[src/sv/tisa_pkg.sv]
// Shared types, opcodes and status codes for the tagged integer stack ALU.
// No dependencies.
package tisa_pkg;

    localparam logic [7:0] OP_CONST0   = 8'd99;
    localparam logic [7:0] OP_CONSTI   = 8'd103;
    localparam logic [7:0] OP_PUSH0    = 8'd104;
    localparam logic [7:0] OP_PUSHI    = 8'd108;
    localparam logic [7:0] OP_NEG      = 8'd109;
    localparam logic [7:0] OP_ADD      = 8'd110;
    localparam logic [7:0] OP_SUB      = 8'd111;
    localparam logic [7:0] OP_MUL      = 8'd112;
    localparam logic [7:0] OP_DIV      = 8'd113;
    localparam logic [7:0] OP_MOD      = 8'd114;
    localparam logic [7:0] OP_AND      = 8'd115;
    localparam logic [7:0] OP_OR       = 8'd116;
    localparam logic [7:0] OP_XOR      = 8'd117;
    localparam logic [7:0] OP_LSL      = 8'd118;
    localparam logic [7:0] OP_LSR      = 8'd119;
    localparam logic [7:0] OP_ASR      = 8'd120;
    localparam logic [7:0] OP_EQ       = 8'd121;
    localparam logic [7:0] OP_NE       = 8'd122;
    localparam logic [7:0] OP_LT       = 8'd123;
    localparam logic [7:0] OP_LE       = 8'd124;
    localparam logic [7:0] OP_GT       = 8'd125;
    localparam logic [7:0] OP_GE       = 8'd126;
    localparam logic [7:0] OP_OFFSET   = 8'd127;
    localparam logic [7:0] OP_ISINT    = 8'd129;
    localparam logic [7:0] OP_BEQ      = 8'd131;
    localparam logic [7:0] OP_BNE      = 8'd132;
    localparam logic [7:0] OP_BLT      = 8'd133;
    localparam logic [7:0] OP_BLE      = 8'd134;
    localparam logic [7:0] OP_BGT      = 8'd135;
    localparam logic [7:0] OP_BGE      = 8'd136;
    localparam logic [7:0] OP_ULT      = 8'd137;
    localparam logic [7:0] OP_UGE      = 8'd138;
    localparam logic [7:0] OP_BULT     = 8'd139;
    localparam logic [7:0] OP_BUGE     = 8'd140;

    localparam logic [1:0] ST_OK    = 2'd0;
    localparam logic [1:0] ST_DIV0  = 2'd1;
    localparam logic [1:0] ST_UNDER = 2'd2;
    localparam logic [1:0] ST_OVER  = 2'd3;

    localparam logic [63:0] TAG_TRUE  = 64'd3;
    localparam logic [63:0] TAG_FALSE = 64'd1;

    // instruction class decided by the front end
    localparam logic [2:0] CL_NOP    = 3'd0;
    localparam logic [2:0] CL_CONST  = 3'd1;
    localparam logic [2:0] CL_PUSH   = 3'd2;
    localparam logic [2:0] CL_BINOP  = 3'd3;
    localparam logic [2:0] CL_UNARY  = 3'd4;
    localparam logic [2:0] CL_BRANCH = 3'd5;

    typedef struct packed {
        logic [7:0]  cmd;
        logic [2:0]  cls;
        logic [63:0] imm;    // sign extended immediate
        logic [32:0] ofs;    // sign extended offset
        logic [32:0] step;   // step on success / not taken
    } dec_item_t;

    function automatic logic [63:0] tf(input logic b);
        return b ? TAG_TRUE : TAG_FALSE;
    endfunction

endpackage

[src/sv/tisa_front.sv]
// Front end: accepts instructions and classifies them into decoded items.
// Depends on tisa_pkg.
module tisa_front (
    input  logic                 aclk,
    input  logic                 aresetn,
    input  logic                 in_valid,
    output logic                 in_ready,
    input  logic [7:0]           in_cmd,
    input  logic [31:0]          in_imm,
    input  logic [31:0]          in_ofs,
    output logic                 q_valid,
    input  logic                 q_ready,
    output tisa_pkg::dec_item_t  q_item
);
    import tisa_pkg::*;

    dec_item_t d;
    dec_item_t buf_reg [2];
    logic [1:0] cnt_reg;
    logic       wp_reg, rp_reg;
    logic       push, pop;

    always_comb begin
        d.cmd  = in_cmd;
        d.imm  = {{32{in_imm[31]}}, in_imm};
        d.ofs  = {in_ofs[31], in_ofs};
        d.step = 33'd0;
        d.cls  = CL_NOP;
        if (in_cmd >= OP_CONST0 && in_cmd <= OP_CONSTI) begin
            d.cls = CL_CONST;
        end else if (in_cmd >= OP_PUSH0 && in_cmd <= OP_PUSHI) begin
            d.cls = CL_PUSH;
        end else if ((in_cmd >= OP_ADD && in_cmd <= OP_GE) || in_cmd == OP_ULT
                     || in_cmd == OP_UGE) begin
            d.cls = CL_BINOP;
        end else if (in_cmd == OP_NEG || in_cmd == OP_OFFSET || in_cmd == OP_ISINT) begin
            d.cls = CL_UNARY;
        end else if ((in_cmd >= OP_BEQ && in_cmd <= OP_BGE) || in_cmd == OP_BULT
                     || in_cmd == OP_BUGE) begin
            d.cls  = CL_BRANCH;
            d.step = 33'd2;
        end
        if (in_cmd == OP_CONSTI || in_cmd == OP_PUSHI || in_cmd == OP_OFFSET) begin
            d.step = 33'd1;
        end
    end

    assign in_ready = (cnt_reg != 2'd2);
    assign q_valid  = (cnt_reg != 2'd0);
    assign q_item   = buf_reg[rp_reg];
    assign push     = in_valid && in_ready;
    assign pop      = q_valid && q_ready;

    always_ff @(posedge aclk) begin
        if (push) begin
            buf_reg[wp_reg] <= d;
        end
        if (!aresetn) begin
            cnt_reg <= 2'd0;
            wp_reg  <= 1'b0;
            rp_reg  <= 1'b0;
        end else begin
            if (push) wp_reg <= ~wp_reg;
            if (pop)  rp_reg <= ~rp_reg;
            cnt_reg <= cnt_reg + {1'b0, push} - {1'b0, pop};
        end
    end

    assert property (@(posedge aclk) disable iff (!aresetn) cnt_reg != 2'd3)
        else $error("queue count out of range");
    assert property (@(posedge aclk) disable iff (!aresetn)
        (cnt_reg == 2'd0) |-> (wp_reg == rp_reg))
        else $error("queue pointers differ while empty");
    assert property (@(posedge aclk) disable iff (!aresetn)
        (push && !pop) |=> (cnt_reg == $past(cnt_reg) + 2'd1))
        else $error("queue count did not advance");
endmodule

[config.mk]
export PLATFORM = sky130hd
export DESIGN_NAME = tisa_front
export DESIGN_NICKNAME = d
export VERILOG_FILES = /design/src/sv/tisa_pkg.sv /design/src/sv/tisa_front.sv
export SDC_FILE = /design/constraint.sdc
export NUM_CORES = 1
export LEC_CHECK = 0
export ABC_AREA = 1
export BUFFER_PORTS_ARGS = -buffer_cell sky130_fd_sc_hd__buf_2
export CORE_MARGIN = 8
export CORE_UTILIZATION = 24
export DETAILED_ROUTE_END_ITERATION = 12
export PLACE_DENSITY = 0.47
export SYNTH_ARGS = -nofsm -noshare
export SYNTH_HDL_FRONTEND = slang
export SYNTH_SLANG_ARGS = --single-unit
export TNS_END_PERCENT = 10
[constraint.sdc]
create_clock -name aclk -period 10.25 [get_ports aclk]
set_input_delay 3.075 -clock aclk [delete_from_list [all_inputs] [get_ports aclk]]
set_output_delay 3.075 -clock aclk [all_outputs]
set_load 0.05 [all_outputs]
==> key figures <==
Outcome
  – Run status: finished, final reports clean

Logic synthesis
  – Unique masters post-synth: 22
  – FF+latch count, synth: 159
  – Post-synthesis instance total: ~390
  – Synthesized area: 6650 um2
  – Yosys warns: 0
  – Register area share after synthesis: a little under three quarters
  – Post-synth EDFFs: ~150
  – Top_reg_cell synth: edfxtp_1
  – Syn avg cell area: 16.9 um2
  – Ys async rst share: 0%

Placed design
  – DP HPWL: 10100 um
  – Pre-CTS WS: 5090 ps
  – GP Congestion: between 0.7 and 0.8
  – Buffers added on ports: 187

Worst hold path
  – Worst Hold Path Cells: 1
  – Hold Startpoint: rp_reg
  – Hold Path Class: reg -> reg
  – Hold Path End: rp_reg

Finish
  – Max reg flops: 154
  – Nets@finish: 638
  – Area delta synth->final: 23.6%
  – Multi-input logic area: 1410 um2
  – Layout cells sized above 1: 53.4%
  – Fillers: around 2700
  – Most common cell after layout, fill and taps aside: buf_2
  – FF/Latch Area: approximately 4700 um2
  – ANT cells: 0
  – Most frequent cells in the layout: buf_2 (187), edfxtp_1 (154), mux2_2 (47)

STA
  – Slew HR: 38.4%
  – Hold Violations, Final: 0
  – Setup_tns: 0 ps
  – Final setup skew: 7.61 ps
  – Max Fclk: 181 MHz
  – Final worst slack: 4730 ps
  – RSZ-0062 raised after global routing: no
  – Setup-failing EPs final: 0
  – Final Max Slew Viols: 0
  – Tmin final: 5520 ps
  – Actual slew at the worst max-slew pin: about 920 ps
  – Final Cycle Share: between 50% and 60%

Worst setup path
  – FF-to-FF setup slack: between 7000 and 8000 ps
  – CP max FO: around 50
  – Critical Path, Cell by Cell: buf_4 > mux2_2 > buf_2
  – Slowest CP cell: buf_4
  – Critical path arrival: 2440 ps
  – Startpoint Class: flip-flop
  – CP max stage delay: 690 ps
  – CP Class: reg -> out
  – Crit end category: output pin
  – Reg2Reg Launch Point: cnt_reg[0]
  – Worst path required time: 7180 ps
  – Reg-to-reg endpoint: buf_reg[1][86]
  – Reg2Reg Depth: 5

Clock tree
  – Post-CTS sizing: 0
  – CTS buffer count: 17
  – Skew-Pair Late Insertion Delay: 410 ps
  – CTS tree: done
  – Hold_buf cts: 0
  – Clk root buf: clkbuf_16
  – Post-CTS Repair Setup Buffers: 0
  – Clk slew on worst S/H paths: ~70 ps
  – CTS sink count: 159
  – Longest Clk Path Bufs: 2
  – # H-tree levels: 4

Detailed routing
  – DRC errors left: 0
  – ANT nets after route: 0
  – DR vias: 3510
  – Starting DRT DRC Count: 130
  – DR vias/cell: 3.69
  – DRT Pass-1 Iters: 4
  – WL/cell: 15.1 um
  – Routed wire length: ~14000 um

Pwr
  – PD cells: 295 nW/um2
  – Worst VDD drop: 0.123 mV
  – LEAKAGE: 3.26 nW

Floorplan
  – Initial core utilization: 24.1%
  – Die width: roughly 180 um
  – Core ar.: approximately 28000 um2
  – Die ar.: 33300 um2
  – I/O Pins: 219
  – Die H: 182 um
  – FP Rows: 61

Global route
  – First-pass GRT wire length: 22000 um
  – Total grt overflow: 0
  – Vias in the first global route: 3964
  – Gr usage total: 8.69%
  – Initial antenna violation count: 2
  – Largest net degree at the start of global routing: 64

Flow run
  – Maxcap violations: 0
==> where the power goes <==
part	switching [mW]	leakage, nW	internal, mW
clock	0.293	0.282	0.325
sequential	0.0382	1.48	0.829
combinational	0.711	1.50	0.229
total	1.04	3.26	1.38
==> layout make-up <==
class                           instances  area share, %
Clock buffer                           17           5.18
Clock inverter                         15           1.78
Inverter                               18          0.823
Multi-Input combinational cell        174           17.2
Sequential cell                       159           57.6
Tap cell                              378           5.76
Timing Repair Buffer                  190           11.7
==> how the worst max path moves through the flow <==
stage / cells past startpoint / to / slack [ps]
floorplan: 2 / buf_reg[0][0] / 3310
global placement: 3 / q_item[56] / 5120
detailed placement: 3 / q_item[35] / 5090
CTS: 3 / q_item[35] / 4620
global route: 3 / q_item[35] / 4570
finish: 3 / q_item[35] / 4730
==> Yosys cell counts (3+ instances only) <==
library cell    n  area, um2
buf_8           3       45.0
a21oi_1         5       25.0
dfxtp_1         5        100
nand3_1         6       30.0
mux2_4         30        450
edfxtp_1      154       4620
inv_1          17       63.8
buf_4          64        480
buf_2           4       20.0
mux2_2         47        529
nor2_1         12       45.0
o21ai_0         3       15.0
nand2_1        32        120
==> kinds of logic after synthesis <==
logic type	share of synthesized area, %
flops	71.1
buf+inv	9.56
mux	14.7
simple gates	3.45
compound gates	0.602
fa+ha+maj	0.376
other cells	0.0564
xor+xnor	0.132
==> layer usage <==
layer  track usage (%)  vias to the layer above  share of wire, %
li1                  -                     1668                 -
met1              8.80                     1694                39
met2              15.4                      132                51
met3              3.92                       12               8.6
met4              3.44                        4              0.97
met5                 0                        -              0.16
==> critical path: cells and delay by family, from the launching register on <==
kind,cells,cell delay [ps]
buffers and inverters,2,900
muxes,1,410
DFF,1,670
==> metrics by stage <==
step                      util, %  instance area (um2)  cells  hold slack [ps]  total power, mW
final                        29.8                 8210    951              457             2.43
after global routing         29.8                 8210    951              500             2.54
after CTS                    29.8                 8210    951              458             2.47
after detailed placement     27.7                 7640    919              447             1.84
after global placement       27.7                 7640    919              438             1.83
after floorplan                 -                 6760    424              425             1.71
(Power assumes the default switching activity.)
